`src/design/mama_pkg.sv`:
```
// ---------------------------------------------------------------------------
// mama_pkg: shared types and constants
// Entry and result layouts, opcodes and scan states for the action matcher.
// ---------------------------------------------------------------------------
package mama_pkg;

    localparam int NUM_ACTIONS = 64;
    localparam int ATOM_BITS   = 64;
    localparam int WORD_W      = 64;
    localparam int COST_W      = 16;
    localparam int INDEX_W     = 6;
    localparam int COUNT_W     = 7;
    localparam int POS_W       = $clog2(NUM_ACTIONS + 1);

    localparam logic [WORD_W-1:0] ATOM_MASK = {WORD_W{1'b1}} >> (WORD_W - ATOM_BITS);

    localparam logic OP_WRITE = 1'b0;
    localparam logic OP_QUERY = 1'b1;

    localparam logic REG_ACTIONS_IN_USE = 1'b0;

    typedef struct packed {
        logic [WORD_W-1:0] pre_values;
        logic [WORD_W-1:0] pre_care;
        logic [WORD_W-1:0] post_values;
        logic [WORD_W-1:0] post_affected;
        logic [COST_W-1:0] cost;
    } t_entry;

    typedef struct packed {
        logic               match_valid;
        logic [INDEX_W-1:0] action_index;
        logic [COST_W-1:0]  action_cost;
        logic [WORD_W-1:0]  next_values;
        logic [WORD_W-1:0]  next_dontcare;
        logic               last;
    } t_result;

    typedef struct packed {
        logic shift;
    } t_ring_ctl;

    typedef enum logic [1:0] {
        ST_IDLE,
        ST_SCAN,
        ST_FLUSH
    } t_state;

endpackage

```
`src/design/mama_cell.sv`:
```
// ---------------------------------------------------------------------------
// mama_cell: one action entry of the ring
// Loads an entry on a write request, takes its neighbor's entry on a shift.
// ---------------------------------------------------------------------------
module mama_cell
    import mama_pkg::*;
(
    input  logic      i_clk,
    input  logic      i_rst_n,
    input  logic      i_wr_en,
    input  t_entry    i_wr_entry,
    input  t_ring_ctl i_ring,
    input  t_entry    i_neighbor,
    output t_entry    o_entry
);

    logic   r_valid;
    t_entry r_entry;

    // never-written entries read as all zero
    assign o_entry = r_valid ? r_entry : '0;

    always_ff @(posedge i_clk) begin
        if (!i_rst_n) begin
            r_valid <= 1'b0;
        end else if (i_wr_en || i_ring.shift) begin
            r_valid <= 1'b1;
        end
    end

    always_ff @(posedge i_clk) begin
        if (i_wr_en) begin
            r_entry <= i_wr_entry;
        end else if (i_ring.shift) begin
            r_entry <= i_neighbor;
        end
    end

endmodule

```
`config.mk`:
```
export PLATFORM = sky130hd
export DESIGN_NAME = mama_cell
export DESIGN_NICKNAME = d
export VERILOG_FILES = /design/src/design/mama_pkg.sv /design/src/design/mama_cell.sv
export SDC_FILE = /design/constraint.sdc
export NUM_CORES = 1
export LEC_CHECK = 0
export BUFFER_PORTS_ARGS = -buffer_cell sky130_fd_sc_hd__buf_2
export CORE_AREA = 2 2 319 321
export DETAILED_ROUTE_END_ITERATION = 12
export DIE_AREA = 0 0 321 323
export GPL_TIMING_DRIVEN = 0
export RECOVER_POWER = 100
export SLEW_MARGIN = 20
export SYNTH_ARGS = -nofsm -noshare
export SYNTH_HDL_FRONTEND = slang
export SYNTH_SLANG_ARGS = --single-unit
```
`constraint.sdc`:
```
create_clock -name i_clk -period 5.7 [get_ports i_clk]
set_input_delay 0.285 -clock i_clk [delete_from_list [all_inputs] [get_ports i_clk]]
set_output_delay 0.285 -clock i_clk [all_outputs]
set_load 0.05 [all_outputs]
```
==> flow_metrics.py, run 1 <==
metrics = {
    "run_status": {
        "status": "complete, but fails checks",
        "violations": "capacitance limit, slew limit",
    },
    "power": {
        "power_density_nw_per_um2": 270,
        "irDropWorstVdd_mv": 0.152,
        "p_leak_nw": 9.51,
    },
    "yosys": {
        "ys_top_cells_by_area": "edfxtp_1, mux2_2, and2_1",
        "avgSynthCellArea_um2": 15.3,
        "ys_types": 9,
        "netlist_area_um2": 13400,
        "yosysTopAreaCellShare_pct": 60.8,
        "yosysTopAreaCell": "edfxtp_1",
        "synth_nets": 1427,
        "ys_ff_latch": 273,
        "ys_seq_area_share_pct": 60.9,
        "syn_inst": 879,
        "ys_warn_count": 0,
    },
    "worst_hold_path": {
        "min-delay-start": "i_wr_entry[72]",
        "hold_depth": 2,
        "min_path_type": "primary input to flip-flop",
        "hold_end": "r_entry[72]$_DFFE_PP_",
    },
    "timing": {
        "fmax_mhz": 255,
        "min_period_over_period_pct": 68.7,
        "worst_pin_slew_ns": 2.23,
        "finalClockSkew_ns": 0,
        "relSlewSlack_pct": -48.5,
        "setup_violations": 0,
        "hold_violations": 0,
        "min_period_ns": 3.92,
        "rsz0062_at_grt": "false",
        "maxSlewViolCount": 37,
        "holdWs_ns": 0.0569,
    },
    "floorplan": {
        "die_x_um": 321,
        "pin_count": 820,
        "dieArea_um2": 104000,
        "rows": 117,
        "core_um2": 101000,
        "fp.dieH_um": 323,
        "start_util_pct": 13.3,
    },
    "setup_path": {
        "crit_arrival_ns": 4.16,
        "reg2reg_to": "r_valid$_SDFFE_PN0P_",
        "crit_type": "primary input to flip-flop",
        "cp-end-kind": "flip-flop",
        "cp_max_fo": 49,
        "r2r-start": "r_valid$_SDFFE_PN0P_",
        "rrSetupSlack_ns": 3.99,
        "setup.worst_path.start": "i_wr_en",
        "cp.required_ns": 5.94,
        "rr_worst_depth": 3,
        "critPathLaunchType": "primary input",
    },
    "clock_tree": {
        "ctsLongestPathBuffers": 3,
        "postCtsResizedCells": 0,
        "clock_latency_ns": 0.56,
        "htreeDepth": 2,
        "cts.sinks": 273,
        "cts_tree": "yes",
        "cts.clk_slew.worst_paths_ns": 0.05,
        "root_buffer": "clkbuf_16",
        "numCtsBuffers": 38,
    },
    "run": {
        "maxCapViolCount": 2,
    },
    "detailed_routing": {
        "post-route-drc-count": 0,
        "viasPerCell": 3.55,
        "drtIter0Drc": 531,
        "ant_nets": 0,
        "num_vias": 12370,
        "dr.pass1.iters": 5,
        "wire_per_inst_um": 19.5,
        "wl_um": 67900,
    },
    "grt": {
        "grt_pass1_vias": 12575,
        "grt.overflow.total": 0,
        "grt_pass1_wl_um": 88300,
        "grt_usage_pct": 12.2,
        "grt_max_degree": 50,
        "antenna_found_initial": 16,
    },
    "final_layout": {
        "syn2layout_area_growth_pct": 77.7,
        "final_cell_mix": "buf_2, dlygate4sd3_1, clkbuf_1",
        "final_common_cell": "buf_2",
        "nets": 2687,
        "drive_above_1_share_pct": 39.1,
        "fin_util_pct": 23.7,
    },
    "placement": {
        "gp_congestion": 0.875,
        "port_buffers": 818,
        "hpwl_um": 51700,
    },
}
-- per-layer routing --
metal	track usage [%]	share of wire [%]	up-vias
met3	3.31	7.6	120
met4	5.18	4.1	6
met1	14.5	41	5899
met5	0	0.044	-
met2	20.7	48	646
li1	-	-	5699
-- stage by stage --
step | instance area (µm²) | total power, W | TNS, ns | cells | setup slack [ns]
after CTS | 24400 | 0.00665 | 0 | 3475 | 2.62
after global routing | 23900 | 0.00675 | 0 | 3479 | 1.43
final | 23900 | 0.00646 | 0 | 3481 | 1.78
after global placement | 19200 | 0.00410 | -206.09 | 3006 | -0.811
after floorplan | 13400 | 0.00348 | 0 | 879 | 1.35
after detailed placement | 19300 | 0.00410 | 0 | 3012 | 3.29
-- cell type report --
cell class	count	area [µm²]
fill	10725	76800
tap	1309	1640
antenna	6	15.0
clock buffer	49	1020
sequential	273	8190
timing repair buffer	1220	7910
buffer	60	225
clock inverter	18	108
multi-input combinational	546	4780
-- flip-flops by register name (all words and copies together), names as in the netlist --
signal,count
r_entry,272
r_valid,1
-- kinds of logic after synthesis --
kind of cell | share of synthesized area [%]
flip-flops | 60.9
buffers and inverters | 3.53
AO/OA/AOI/OAI | 0.0652
AND/OR/NAND/NOR | 12.7
multiplexers | 22.8
-- critical path: stages --
cell	delay, ns
clkbuf_1	0.69
clkbuf_1	0.52
or2_0	1.69
buf_12	0.28
buf_16	0.26
buf_16	0.29
-- cells in the mapped netlist --
master      n
buf_2      25
or2_2       1
clkbuf_1    6
buf_6      29
edfxtp_1  272
dfxtp_1     1
o31a_1      1
and2_1    272
mux2_2    272
-- how the worst max path moves through the flow --
stage / to / slack (ns) / cells after the start
after floorplan: r_entry[0]$_DFFE_PP_ / 1.35 / 3
after global routing: o_entry[6] / 1.43 / 4
final: r_entry[116]$_DFFE_PP_ / 1.78 / 6
after CTS: o_entry[1] / 2.62 / 4
after global placement: r_entry[116]$_DFFE_PP_ / -0.81 / 3
after detailed placement: o_entry[1] / 3.29 / 4
-- report_power, final --
part	leakage (nW)	total, W	switching, W	internal, W
clock network	0.542	0.00221	0.000943	0.00127
registers	2.78	0.00255	0.0000777	0.00247
logic	6.19	0.00170	0.00106	0.000636
-- repair_timing --
action / in CTS / in global routing
hold buffers: 396 / 0
hold endpoints to repair: 221 / 0
endpoints found under the setup margin: 0 / 0
buffers inserted: 0 / 0
No activity file was read; power rests on OpenSTA's default activity.
==> run 2, diff against run 1 <==
- CORE_AREA: 2 2 319 321 -> 2 2 316 318
- DIE_AREA: 0 0 321 323 -> 0 0 318 320
- clock period: 5.7 -> 3.15 ns (I/O delays scaled with it)
==> run 2 against run 1 <==
Effect of this change: core utilization increased by 2.3 points; cell count grew 3.7%; the flow still finishes with violations (capacitance limit, slew limit); largest power group unchanged; via count increased by 4.2%; critical endpoint is now o_entry[178]; largest cell class is now non-clock buffers.
==> flow_metrics.py, run 2 (synthesis gave the netlist of run 1 again) <==
metrics = {
    "run_status": {
        "status": "complete, but fails checks",
        "violations": "capacitance limit, slew limit",
    },
    "power": {
        "power.total_w": 0.0120,
        "p_leak_nw": 10.4,
        "irDropWorstVdd_mv": 0.363,
        "power_density_nw_per_um2": 470,
    },
    "timing": {
        "worst_pin_slew_ns": 1.76,
        "finalSetupTns_ns": 0,
        "fmax_mhz": 351,
        "min_period_ns": 2.85,
        "holdWs_ns": 0.373,
        "setup_violations": 0,
        "relSlewSlack_pct": -17.4,
        "maxSlewViolCount": 47,
        "finalClockSkew_ns": 0,
        "fin_ws_ns": 0.300,
        "rsz0062_at_grt": "false",
        "min_period_over_period_pct": 90.5,
        "hold_violations": 0,
    },
    "setup_path": {
        "critPathLaunchType": "flip-flop",
        "cp_top_family": "buffers and inverters",
        "crit_top_cell": "clkbuf_2",
        "path_cells": "clkbuf_2 > clkbuf_2 > and2_1 > clkbuf_1",
        "crit_type": "flip-flop to output port",
        "slowest_delay_ns": 0.64,
        "cp-end-kind": "output port",
        "path_buf_inv": 3,
        "cp.required_ns": 2.99,
        "rrSetupSlack_ns": 1.51,
        "crit_path_top_delay_cell": "clkbuf_1",
        "crit_arrival_ns": 2.69,
        "cp_max_fo": 11,
    },
    "detailed_routing": {
        "num_vias": 12895,
        "wl_um": 66000,
        "ant_nets": 0,
        "post-route-drc-count": 0,
        "wire_per_inst_um": 18.3,
        "viasPerCell": 3.57,
        "dr.pass1.iters": 6,
        "drtIter0Drc": 622,
    },
    "grt": {
        "grt_pass1_vias": 14316,
        "grt_usage_pct": 12.5,
        "grt.overflow.total": 0,
        "grt_max_degree": 53,
        "antenna_found_initial": 12,
        "grt_pass1_wl_um": 93300,
    },
    "final_layout": {
        "nets": 2834,
        "largest_register": "r_entry",
        "fillers": 10191,
        "syn2layout_area_growth_pct": 89.9,
        "drive_above_1_share_pct": 40.7,
        "reg.largest.list": "r_entry x272, r_valid x1",
        "largest_reg_flops": 272,
        "final_cell_mix": "buf_2, dlygate4sd3_1, edfxtp_1",
        "final_common_cell": "buf_2",
        "regArea_um2": 8190,
        "multiInputGateArea_um2": 4780,
        "fin_util_pct": 26.1,
    },
    "floorplan": {
        "dieArea_um2": 102000,
        "die_x_um": 318,
        "rows": 115,
        "start_util_pct": 13.7,
        "core_um2": 98000,
        "pin_count": 820,
        "fp.dieH_um": 320,
    },
    "placement": {
        "place_ws_ns": 0.690,
        "hpwl_um": 48200,
        "gp_congestion": 0.869,
        "port_buffers": 818,
    },
    "clock_tree": {
        "numCtsBuffers": 36,
        "clock_latency_ns": 0.55,
        "root_buffer": "clkbuf_16",
        "cts.sinks": 273,
        "ctsLongestPathBuffers": 3,
        "cts.clk_slew.worst_paths_ns": 0.05,
        "cts_tree": "yes",
        "postCtsResizedCells": 0,
        "htreeDepth": 2,
    },
    "run": {
        "maxCapViolCount": 2,
    },
    "worst_hold_path": {
        "min_path_type": "primary input to flip-flop",
    },
}
-- run 2: changes by cell type in the layout (fill, tap and decap cells not counted), moves of 19 or more --
cell,previous run,this run
dlygate4sd3_1,396,546
clkbuf_1,314,251
buf_6,0,19
clkbuf_2,0,40
mux2_2,216,255
mux2_1,56,17
-- run 2: worst min-delay path: cells and delay by family --
family,cells,cell delay [ns]
buffers and inverters,2,0.63
AOI/OAI and AO/OA,1,0.11
-- run 2: path summary, 6_finish.rpt --
kind | start | to | depth (start not counted)
min | i_ring | r_valid$_SDFFE_PN0P_ | 3
max | r_valid$_SDFFE_PN0P_ | o_entry[178] | 4
max reg2reg | r_valid$_SDFFE_PN0P_ | r_valid$_SDFFE_PN0P_ | 3
min reg2reg | r_valid$_SDFFE_PN0P_ | r_valid$_SDFFE_PN0P_ | 3
-- run 2: metal layers --
layer	track usage, %	vias up	part of all wire (%)
met1	13.8	6104	38
li1	-	6007	-
met2	21.9	641	48
met4	5.56	6	4.8
met5	0	-	0.056
met3	3.99	137	8.4
-- run 2: timing repair --
item                                    CTS  global route
endpoints found under the setup margin    0             0
endpoints found under the hold margin   273             0
hold buffers                            546             0
buffers inserted                          0             0
-- run 2: cell type report --
class,count,share of cell area [%]
Sequential cell,273,32.1
Clock buffer,46,3.76
Multi-Input combinational cell,546,18.7
Tap cell,1287,6.31
Clock inverter,19,0.770
Timing Repair Buffer,1369,36.8
Buffer,60,1.44
Antenna cell,9,0.0882
-- run 2: report_power, final --
group          total (W)  switching (W)  internal (W)
clock network    0.00415        0.00167       0.00248
registers        0.00458       0.000120       0.00446
logic            0.00327        0.00193       0.00134
-- run 2: through the flow --
step / std cells / instance area (µm²)
after floorplan: 879 / 13400
after global placement: 2984 / 19100
after detailed placement: 2989 / 19300
after CTS: 3600 / 25900
after global routing: 3603 / 25500
final: 3609 / 25500
