<file path="src/design/mama_pkg.sv">
// ---------------------------------------------------------------------------
// mama_pkg: shared types and constants
// Entry and result layouts, opcodes and scan states for the action matcher.
// ---------------------------------------------------------------------------
package mama_pkg;

    localparam int NUM_ACTIONS = 64;
    localparam int ATOM_BITS   = 64;
    localparam int WORD_W      = 64;
    localparam int COST_W      = 16;
    localparam int INDEX_W     = 6;
    localparam int COUNT_W     = 7;
    localparam int POS_W       = $clog2(NUM_ACTIONS + 1);

    localparam logic [WORD_W-1:0] ATOM_MASK = {WORD_W{1'b1}} >> (WORD_W - ATOM_BITS);

    localparam logic OP_WRITE = 1'b0;
    localparam logic OP_QUERY = 1'b1;

    localparam logic REG_ACTIONS_IN_USE = 1'b0;

    typedef struct packed {
        logic [WORD_W-1:0] pre_values;
        logic [WORD_W-1:0] pre_care;
        logic [WORD_W-1:0] post_values;
        logic [WORD_W-1:0] post_affected;
        logic [COST_W-1:0] cost;
    } t_entry;

    typedef struct packed {
        logic               match_valid;
        logic [INDEX_W-1:0] action_index;
        logic [COST_W-1:0]  action_cost;
        logic [WORD_W-1:0]  next_values;
        logic [WORD_W-1:0]  next_dontcare;
        logic               last;
    } t_result;

    typedef struct packed {
        logic shift;
    } t_ring_ctl;

    typedef enum logic [1:0] {
        ST_IDLE,
        ST_SCAN,
        ST_FLUSH
    } t_state;

endpackage

</file>
<file path="src/design/mama_ctrl.sv">
// ---------------------------------------------------------------------------
// mama_ctrl: scan sequencer and result output
// Rotates the ring once per query, matches the head entry, holds one result
// back so the final one can carry last.
// ---------------------------------------------------------------------------
module mama_ctrl
    import mama_pkg::*;
(
    input  logic               i_clk,
    input  logic               i_rst_n,
    input  logic               i_s_valid,
    input  logic               i_opcode,
    input  logic [WORD_W-1:0]  i_state_values,
    input  logic [WORD_W-1:0]  i_state_dontcare,
    input  logic [COUNT_W-1:0] i_result_limit,
    input  logic [COUNT_W-1:0] i_actions_in_use,
    input  t_entry             i_head,
    input  logic               i_m_ready,
    output logic               o_s_ready,
    output t_ring_ctl          o_ring,
    output logic               o_m_valid,
    output t_result            o_m_result
);

    t_state            r_state, n_state;
    logic [POS_W-1:0]  r_pos, n_pos;
    logic [POS_W-1:0]  r_scan, n_scan;
    logic [POS_W-1:0]  r_limit, n_limit;
    logic [POS_W-1:0]  r_cnt, n_cnt;
    logic              r_pend_v, n_pend_v;
    logic              r_out_v, n_out_v;
    logic [WORD_W-1:0] r_sv, n_sv;
    logic [WORD_W-1:0] r_sd, n_sd;
    t_result           r_pend, n_pend;
    t_result           r_out, n_out;

    logic    out_free;
    logic    hit;
    logic    advance;
    t_result cand;

    assign out_free = !r_out_v || i_m_ready;
    assign advance  = !r_pend_v || out_free;

    assign hit = (r_pos < r_scan) && (r_cnt < r_limit)
              && (((i_head.pre_values ^ r_sv) & i_head.pre_care) == '0);

    always_comb begin
        cand               = '0;
        cand.match_valid   = 1'b1;
        cand.action_index  = INDEX_W'(r_pos);
        cand.action_cost   = i_head.cost;
        cand.next_values   = ((r_sv & ~i_head.post_affected)
                            | (i_head.post_values & i_head.post_affected)) & ATOM_MASK;
        cand.next_dontcare = r_sd & ~i_head.post_affected & ATOM_MASK;
    end

    always_ff @(posedge i_clk) begin
        if (!i_rst_n) begin
            r_state  <= ST_IDLE;
            r_pos    <= '0;
            r_cnt    <= '0;
            r_pend_v <= 1'b0;
            r_out_v  <= 1'b0;
        end else begin
            r_state  <= n_state;
            r_pos    <= n_pos;
            r_cnt    <= n_cnt;
            r_pend_v <= n_pend_v;
            r_out_v  <= n_out_v;
        end
    end

    always_ff @(posedge i_clk) begin
        r_scan  <= n_scan;
        r_limit <= n_limit;
        r_sv    <= n_sv;
        r_sd    <= n_sd;
        r_pend  <= n_pend;
        r_out   <= n_out;
    end

    always_comb begin
        n_state      = r_state;
        n_pos        = r_pos;
        n_scan       = r_scan;
        n_limit      = r_limit;
        n_cnt        = r_cnt;
        n_sv         = r_sv;
        n_sd         = r_sd;
        n_pend_v     = r_pend_v;
        n_pend       = r_pend;
        n_out_v      = r_out_v && !i_m_ready;
        n_out        = r_out;
        o_s_ready    = 1'b0;
        o_ring.shift = 1'b0;

        unique case (r_state)
            ST_IDLE: begin
                o_s_ready = 1'b1;
                if (i_s_valid && (i_opcode == OP_QUERY)) begin
                    n_state = ST_SCAN;
                    n_pos   = '0;
                    n_cnt   = '0;
                    n_sv    = i_state_values & ATOM_MASK;
                    n_sd    = i_state_dontcare & ATOM_MASK;
                    n_scan  = (i_actions_in_use > COUNT_W'(NUM_ACTIONS))
                            ? POS_W'(NUM_ACTIONS) : POS_W'(i_actions_in_use);
                    n_limit = (i_result_limit > COUNT_W'(NUM_ACTIONS))
                            ? POS_W'(NUM_ACTIONS) : POS_W'(i_result_limit);
                end
            end
            ST_SCAN: begin
                if (advance) begin
                    o_ring.shift = 1'b1;
                    n_pos        = r_pos + 1'b1;
                    if (hit) begin
                        n_cnt    = r_cnt + 1'b1;
                        n_pend_v = 1'b1;
                        n_pend   = cand;
                        // the earlier match is known not to be last now
                        if (r_pend_v) begin
                            n_out_v = 1'b1;
                            n_out   = r_pend;
                        end
                    end
                    if (r_pos == POS_W'(NUM_ACTIONS - 1)) begin
                        n_state = ST_FLUSH;
                    end
                end
            end
            ST_FLUSH: begin
                if (out_free) begin
                    n_out_v  = 1'b1;
                    n_out    = r_pend_v ? r_pend : '0;
                    n_out.last = 1'b1;
                    n_pend_v = 1'b0;
                    n_state  = ST_IDLE;
                end
            end
            default: begin
                n_state = ST_IDLE;
            end
        endcase
    end

    assign o_m_valid  = r_out_v;
    assign o_m_result = r_out;

endmodule

</file>
<file path="config.mk">
export PLATFORM = sky130hd
export DESIGN_NAME = mama_ctrl
export DESIGN_NICKNAME = d
export VERILOG_FILES = /design/src/design/mama_pkg.sv /design/src/design/mama_ctrl.sv
export SDC_FILE = /design/constraint.sdc
export NUM_CORES = 1
export LEC_CHECK = 0
export BUFFER_PORTS_ARGS = -buffer_cell sky130_fd_sc_hd__buf_2
export CAP_MARGIN = 40
export CELL_PAD_IN_SITES_DETAIL_PLACEMENT = 1
export CELL_PAD_IN_SITES_GLOBAL_PLACEMENT = 1
export CORE_AREA = 2 2 220 222
export CTS_BUF_LIST = sky130_fd_sc_hd__clkbuf_4 sky130_fd_sc_hd__clkbuf_8 sky130_fd_sc_hd__clkbuf_16
export DETAILED_ROUTE_END_ITERATION = 7
export DIE_AREA = 0 0 222 224
export GPL_TIMING_DRIVEN = 0
export PLACE_DENSITY_LB_ADDON = 0.1
export SYNTH_ARGS = -nofsm -noshare
export SYNTH_HDL_FRONTEND = slang
export SYNTH_SLANG_ARGS = --single-unit
</file>
<file path="constraint.sdc">
create_clock -name i_clk -period 16 [get_ports i_clk]
set_input_delay 1.6 -clock i_clk [delete_from_list [all_inputs] [get_ports i_clk]]
set_output_delay 1.6 -clock i_clk [all_outputs]
set_load 0.03 [all_outputs]
</file>
==> metrics.csv, run 1 <==
stage,metric,value,unit
status,status,completed,
power,P_sw,0.553,mW
setup_path,reg2reg end,o_m_result[89],
sta,fmax,194,MHz
flow_run,Max Cap Viol,0,
layout,fin nets,2097,
die,Die ar.,0.0497,mm^2
place,pre-CTS setup slack,10.06,ns
place,Placed Area,0.0217,mm^2
setup_path,Worst Setup End Kind,flip-flop,
die,io pins,574,
grt,total track usage,21.8,%
power,Pint,2.08,mW
setup_path,crit-path max cell delay,0.54,ns
yosys,Yosys reg bits,462,
yosys,syn nets,1455,
layout,Non-Filler Instances,2324,
cts,Post CTS Setup Buffer Count,0,
yosys,sequential-to-total area share from yosys stat,77.4,%
drt,via/cell ratio,4.72,
yosys,synthesized area per cell,17.4,um^2
setup_path,Worst R2R Start,r_sv[26],
cts,CTS Hold Buffers Added,0,
sta,final hold viol count,0,
power,power share of the clock group,42.6,%
setup_path,CP required,16.27,ns
setup_path,"most used cell, CP",buf_12,
drt,DRT antenna net count,0,
layout,share of layout cells above drive strength 1,43.8,%
grt,largest net degree at the start of global routing,60,
place,number of I/O port buffers,573,
sta,Slew HR,46.1,%
setup_path,worst setup path start,i_head[234],
place,gpl congestion,0.853,
power,Pwr Density,113,mW/mm^2
drt,1st-iter DRT viols,543,
grt,initial antenna violation count,16,
die,Initial Util,37.4,%
sta,WHS,0.504,ns
cts,post_cts resized,0,
die,die height,224,um
sta,setup_tns,0,ns
setup_path,CP Class,in -> reg,
die,Die Wd,222,um
sta,Final Slew Violations,0,
sta,final worst path period share,32.2,%
layout,area grow syn2layout,31.9,%
cts,H-tree depth,2,
cts,clk slew on worst S/H paths,0.06,ns
setup_path,Worst Path Arrival,5.42,ns
sta,Final Critical Period,5.15,ns
grt,first-pass GRT wire length,77600,um
grt,vias in the first global route,11800,
min_path,Hold WC Path Type,reg -> reg,
sta,Final WS setup,10.85,ns
yosys,"Distinct cells, synth",43,
setup_path,flop2flop setup slack,11.54,ns
layout,Layout fillers,4795,
power,combinational power share,5.9,%
yosys,cell area after synthesis,0.0177,mm^2
cts,Root Driver,clkbuf_16,
setup_path,"slowest stage cell, crit path",a222oi_1,
cts,Worst-Skew Late Latency,0.59,ns
die,CORE AREA,0.0473,mm^2
sta,RSZ-0062 raised after global routing,false,
cts,TritonCTS Buffers,49,
drt,DR vias,11000,
yosys,Synth Warn #,0,
cts,clock sinks,462,
cts,maximum root-to-sink buffer count,3,
setup_path,crit start category,input pin,
power,sequential power share,51.6,%
layout,cell area after layout,0.0233,mm^2
setup_path,Max Fanout on Critical Path,25,
power,Power Total,2.63,mW
setup_path,CP Cell Sequence,buf_2 -> xor2_1 -> a222oi_1 -> nand3_1 -> nor4_2 -> nand4_1 -> or3_1 -> a21oi_4 -> buf_12 -> buf_16 -> buf_12 -> buf_12,
cts,CTS tree,yes,
sta,worst-margin pin slew,0.809,ns
die,Site Rows,80,
sta,clk_skew,0.0258,ns
place,Final HPWL DP,42400,um
layout,Final Core Density,49.3,%
drt,drc violations,0,
yosys,Gate Count Post-Synth,1019,
setup_path,Setup crit end,o_m_result[89],
power,Sw Share,21.0,%
drt,drt wl/cell,23.5,um
setup_path,R2R cell count,11,
grt,global route overflow,0,
sta,Final setup viols,0,
power,Peak VDD IR,67.1,uV
drt,total wire length,54500,um
power,P_leak,9.03,nW
place,placed cell count,2225,
drt,Pre-antenna DRT Iters,4,
## kinds of logic (layout without fill, tap and decap cells)
logic type / count (synthesis) / in the layout / synth area share [%]
flip-flops: 462 / 462 / 77.4
AND/OR/NAND/NOR: 291 / 291 / 9.91
buffers and inverters: 39 / 719 / 0.870
adder cells (fa/ha/maj): 17 / 17 / 1.20
AO/OA/AOI/OAI: 75 / 75 / 3.00
multiplexers: 68 / 68 / 4.30
XOR/XNOR: 67 / 67 / 3.32
other: 0 / 10 / 0
## cells in the final DEF, fill, tap and decap left out, drive strengths merged, types with 4 or more instances in the layout
cell type	n
buf	592
edfxtp	444
and2	151
clkbuf	85
nor2b	78
xor2	67
mux2	64
a22oi	25
nand2	20
inv	20
dfxtp	18
ha	17
clkinv	17
a21oi	15
o21ai	12
nor2	11
diode	10
nand4	10
or3	7
nand3	4
mux2i	4
a21o	4
## worst min-delay path by stage
stage	start	to	slack (ns)	cells after the start
floorplan	r_pos[5]	r_pend[150]	0.46	0
global placement	r_pos[6]	r_pos[6]	0.49	2
detailed placement	r_cnt[6]	r_cnt[6]	0.50	2
CTS	r_pend[127]	o_m_result[127]	0.51	1
global route	r_pend[147]	o_m_result[147]	0.52	1
finish	r_pend[127]	o_m_result[127]	0.50	1
## per-layer routing
metal  part of all wire [%]  global-route usage, %  wire [um]
met4                    2.8                   8.70       1550
met2                     53                   39.5      28800
met1                     37                   24.1      20400
met3                    6.9                   6.19       3740
met5                   0.14                      0         76
## synthesized netlist by cell type, drive strengths merged
| cell | number | area, um^2 |
|---|---|---|
| a211o | 1 | 8.76 |
| a211oi | 1 | 7.51 |
| a21o | 4 | 31.3 |
| a21oi | 15 | 75.1 |
| a221oi | 3 | 32.5 |
| a222oi | 1 | 10.0 |
| a22o | 2 | 17.5 |
| a22oi | 25 | 188 |
| a31oi | 1 | 6.26 |
| a32oi | 2 | 17.5 |
| a41oi | 1 | 16.3 |
| and2 | 151 | 945 |
| and3 | 3 | 20.0 |
| buf | 1 | 11.3 |
| clkbuf | 19 | 71.3 |
| dfxtp | 18 | 360 |
| edfxtp | 444 | 13300 |
| ha | 17 | 213 |
| inv | 19 | 71.3 |
| mux2 | 64 | 721 |
| mux2i | 4 | 40.0 |
| nand2 | 20 | 75.1 |
| nand2b | 2 | 12.5 |
| nand3 | 4 | 20.0 |
| nand4 | 10 | 62.6 |
| nor2 | 11 | 41.3 |
| nor2b | 78 | 488 |
| nor4 | 2 | 25.0 |
| o211a | 1 | 10.0 |
| o211ai | 2 | 15.0 |
| o21a | 1 | 7.51 |
| o21ai | 12 | 60.1 |
| o22ai | 1 | 6.26 |
| o311a | 2 | 21.3 |
| or2 | 2 | 12.5 |
| or3 | 7 | 43.8 |
| or4 | 1 | 7.51 |
| xor2 | 67 | 587 |
## power by group through the flow
stage	Sequential [mW]	Combinational [mW]	Clock (mW)
3_3_place_gp	1.39	0.151	0
2_1_floorplan	1.38	0.0644	0
3_5_place_dp	1.38	0.158	0
6_report	1.36	0.155	1.12
4_1_cts	1.36	0.160	1.15
5_1_grt	1.36	0.171	1.19
## layout make-up
type | instances | area (um^2) | share of cell area (%)
well taps | 615 | 769 | 3.30
diodes | 10 | 25.0 | 0.107
repair buffers | 591 | 3240 | 13.9
clock buffers | 66 | 1400 | 5.98
clock inverters | 23 | 185 | 0.794
plain buffers | 20 | 82.6 | 0.354
flip-flops and latches | 462 | 13700 | 58.7
inverters | 19 | 71.3 | 0.306
multi-input cells | 518 | 3870 | 16.6
## registers in the layout (all words and copies together) (netlist names)
name        flops
r_sd           64
r_pend        150
o_m_valid       1
r_sv           64
r_cnt           7
r_limit         7
o_m_result    152
r_state         2
r_pos           7
r_scan          7
r_pend_v        1
## worst max-delay path: cells and delay by family
kind,cells,cell delay (ns)
and+or+nand+nor,4,1.83
xor gates and xnor gates,1,0.16
AOI/OAI and AO/OA,2,0.87
buffers and inverters,5,0.90
No activity file was read; power rests on OpenSTA's default activity.
==> inputs of run 2 (changes only) <==
--- a/config.mk
+++ b/config.mk
@@ -9,10 +9,10 @@
 export CAP_MARGIN = 40
 export CELL_PAD_IN_SITES_DETAIL_PLACEMENT = 1
 export CELL_PAD_IN_SITES_GLOBAL_PLACEMENT = 1
-export CORE_AREA = 2 2 220 222
+export CORE_AREA = 2 2 224 226
 export CTS_BUF_LIST = sky130_fd_sc_hd__clkbuf_4 sky130_fd_sc_hd__clkbuf_8 sky130_fd_sc_hd__clkbuf_16
 export DETAILED_ROUTE_END_ITERATION = 7
-export DIE_AREA = 0 0 222 224
+export DIE_AREA = 0 0 226 228
 export GPL_TIMING_DRIVEN = 0
 export PLACE_DENSITY_LB_ADDON = 0.1
 export SYNTH_ARGS = -nofsm -noshare
==> constraint.sdc (replaced) <==
create_clock -name i_clk -period 5.3 [get_ports i_clk]
set_input_delay 0.53 -clock i_clk [delete_from_list [all_inputs] [get_ports i_clk]]
set_output_delay 0.53 -clock i_clk [all_outputs]
set_load 0.03 [all_outputs]
==> metrics.csv, run 2 (same netlist as run 1, synthesis figures left out) <==
stage,metric,value,unit,change
status,status,completed,,
setup_path,"slowest stage cell, crit path",a222oi_1,,
die,io pins,574,,unchanged
cts,Worst-Skew Late Latency,0.59,ns,about the same
sta,final worst path period share,90.9,%,
layout,area grow syn2layout,33.6,%,
layout,cell area after layout,0.0236,mm^2,+1.3%
place,Final HPWL DP,41200,um,-2.8%
grt,first-pass GRT wire length,76500,um,-1.3%
die,CORE AREA,0.0493,mm^2,+4.2%
sta,Slew HR,44.1,%,-2.0 points
grt,total track usage,20.7,%,-1.0 points
sta,clk_skew,0.0225,ns,-0.00330 ns
layout,share of layout cells above drive strength 1,44.3,%,+0.46 points
cts,CTS tree,yes,,
power,sequential power share,49.2,%,-2.4 points
sta,WHS,0.107,ns,-0.397 ns
setup_path,Worst Path Arrival,5.12,ns,-0.30 ns
power,Pwr Density,353,mW/mm^2,+210%
min_path,Hold WC Path Type,in -> reg,,
setup_path,Top delay family on crit path,simple AND/OR/NAND/NOR gates,,
setup_path,crit-path max cell delay,0.64,ns,+0.10 ns
die,Site Rows,82,,+2.5%
grt,initial antenna violation count,19,,+3
power,Sw Share,20.9,%,-0.13 points
place,number of I/O port buffers,573,,unchanged
setup_path,worst path bufs/invs,3,,-2
drt,1st-iter DRT viols,499,,-8.1%
sta,worst-margin pin slew,0.839,ns,+0.0301 ns
drt,via/cell ratio,4.55,,-3.4%
cts,TritonCTS Buffers,52,,+6.1%
power,Peak VDD IR,282,uV,+320%
cts,CTS Hold Buffers Added,0,,unchanged
drt,drt wl/cell,22.4,um,-4.6%
setup_path,Worst Setup End Kind,flip-flop,,
cts,clk slew on worst S/H paths,0.06,ns,about the same
sta,RSZ-0062 raised after global routing,false,,
place,gpl congestion,0.854,,about the same
power,P_leak,9.14,nW,+1.2%
setup_path,CP Class,reg -> reg,,
layout,Layout fillers,4985,,+4.0%
drt,total wire length,53400,um,-2.1%
cts,H-tree depth,2,,unchanged
drt,DRT antenna net count,0,,unchanged
place,Placed Area,0.0218,mm^2,+0.43%
cts,Root Driver,clkbuf_16,,
layout,max reg flops,152,,unchanged
drt,Pre-antenna DRT Iters,4,,unchanged
setup_path,CP required,5.60,ns,-10.67 ns
drt,DR vias,10900,,-0.91%
layout,fin nets,2101,,+0.19%
sta,Final Critical Period,4.82,ns,
power,Pint,6.60,mW,+220%
cts,maximum root-to-sink buffer count,3,,unchanged
die,Initial Util,35.8,%,-1.5 points
layout,area of the multi-input gates,0.00387,mm^2,unchanged
power,combinational power share,5.5,%,-0.4 points
setup_path,Max Fanout on Critical Path,23,,-8.0%
sta,Final Slew Violations,0,,unchanged
setup_path,"most used cell, CP",buf_12,,
sta,fmax,207,MHz,
flow_run,Max Cap Viol,0,,unchanged
layout,register area,0.0137,mm^2,unchanged
die,die height,228,um,+1.8%
die,Die ar.,0.0515,mm^2,+3.6%
cts,clock sinks,462,,unchanged
drt,drc violations,0,,unchanged
cts,Post CTS Setup Buffer Count,0,,unchanged
cts,post_cts resized,0,,unchanged
sta,Final setup viols,0,,unchanged
setup_path,CP Cell Sequence,xor2_1 -> a222oi_1 -> nand3_1 -> nor4_2 -> nand4_1 -> or3_1 -> a21oi_4 -> buf_16 -> buf_12 -> buf_12,,
layout,"commonest non-fill, non-tap cell in the layout",buf_2,,
grt,global route overflow,0,,unchanged
sta,final hold viol count,0,,unchanged
layout,most frequent cells in the layout,"573 x buf_2, 444 x edfxtp_1, 151 x and2_1",,
power,power share of the clock group,45.3,%,+2.7 points
setup_path,crit start category,flip-flop,,
grt,vias in the first global route,11900,,+0.90%
power,P_sw,1.74,mW,+210%
grt,largest net degree at the start of global routing,53,,-12%
die,Die Wd,226,um,+1.8%
-- run 2: final cells by class --
class / instances / area share, %
flip-flops and latches: 462 / 58.0
repair buffers: 592 / 13.8
plain buffers: 20 / 0.349
clock inverters: 30 / 1.53
inverters: 19 / 0.302
well taps: 672 / 3.56
multi-input cells: 518 / 16.4
clock buffers: 65 / 6.07
diodes: 7 / 0.0741
-- run 2: path summary, 6_finish.rpt --
kind	start	endpoint	slack [ns]	cells past startpoint
worst max-delay path	r_sv[26]	o_m_result[21]	0.48	10
worst min-delay path	i_state_values[39]	r_sv[39]	0.11	1
worst max register to register	r_sv[26]	o_m_result[21]	0.48	10
worst min register to register	r_cnt[6]	r_cnt[6]	0.50	2
-- run 2: worst register-to-register path: stages (launching register included) --
cell and delay (ns):
edfxtp_1 0.42, xor2_1 0.16, a222oi_1 0.64, nand3_1 0.43
nor4_2 0.54, nand4_1 0.51, or3_1 0.53, a21oi_4 0.62
buf_16 0.24, buf_12 0.21, buf_12 0.21
-- run 2: layer usage --
metal,GRT usage [%],vias to the layer above,wire length [um]
li1,-,5090,-
met4,6.89,22,1470
met2,38.0,366,27900
met3,6.20,102,4200
met5,0,-,140
met1,22.6,5281,19600
-- run 2: power groups by stage --
stage	logic [mW]	registers, mW	clock network [mW]
2_1_floorplan	0.195	4.17	0
3_3_place_gp	0.448	4.18	0
3_5_place_dp	0.465	4.18	0
4_1_cts	0.469	4.10	3.88
5_1_grt	0.504	4.11	4.01
6_report	0.457	4.10	3.78
-- run 2: metrics by stage --
step,instances,worst slack [ns],power [mW],setup TNS [ns],utilization [%]
finish,2385,0.480,8.34,0,47.9
global route,2382,0.224,8.62,0,47.9
CTS,2378,0.404,8.45,0,47.8
detailed placement,2283,0.183,4.64,0,44.2
global placement,2264,-2.80,4.63,-698.74,43.4
floorplan,1019,0.0269,4.36,0,-
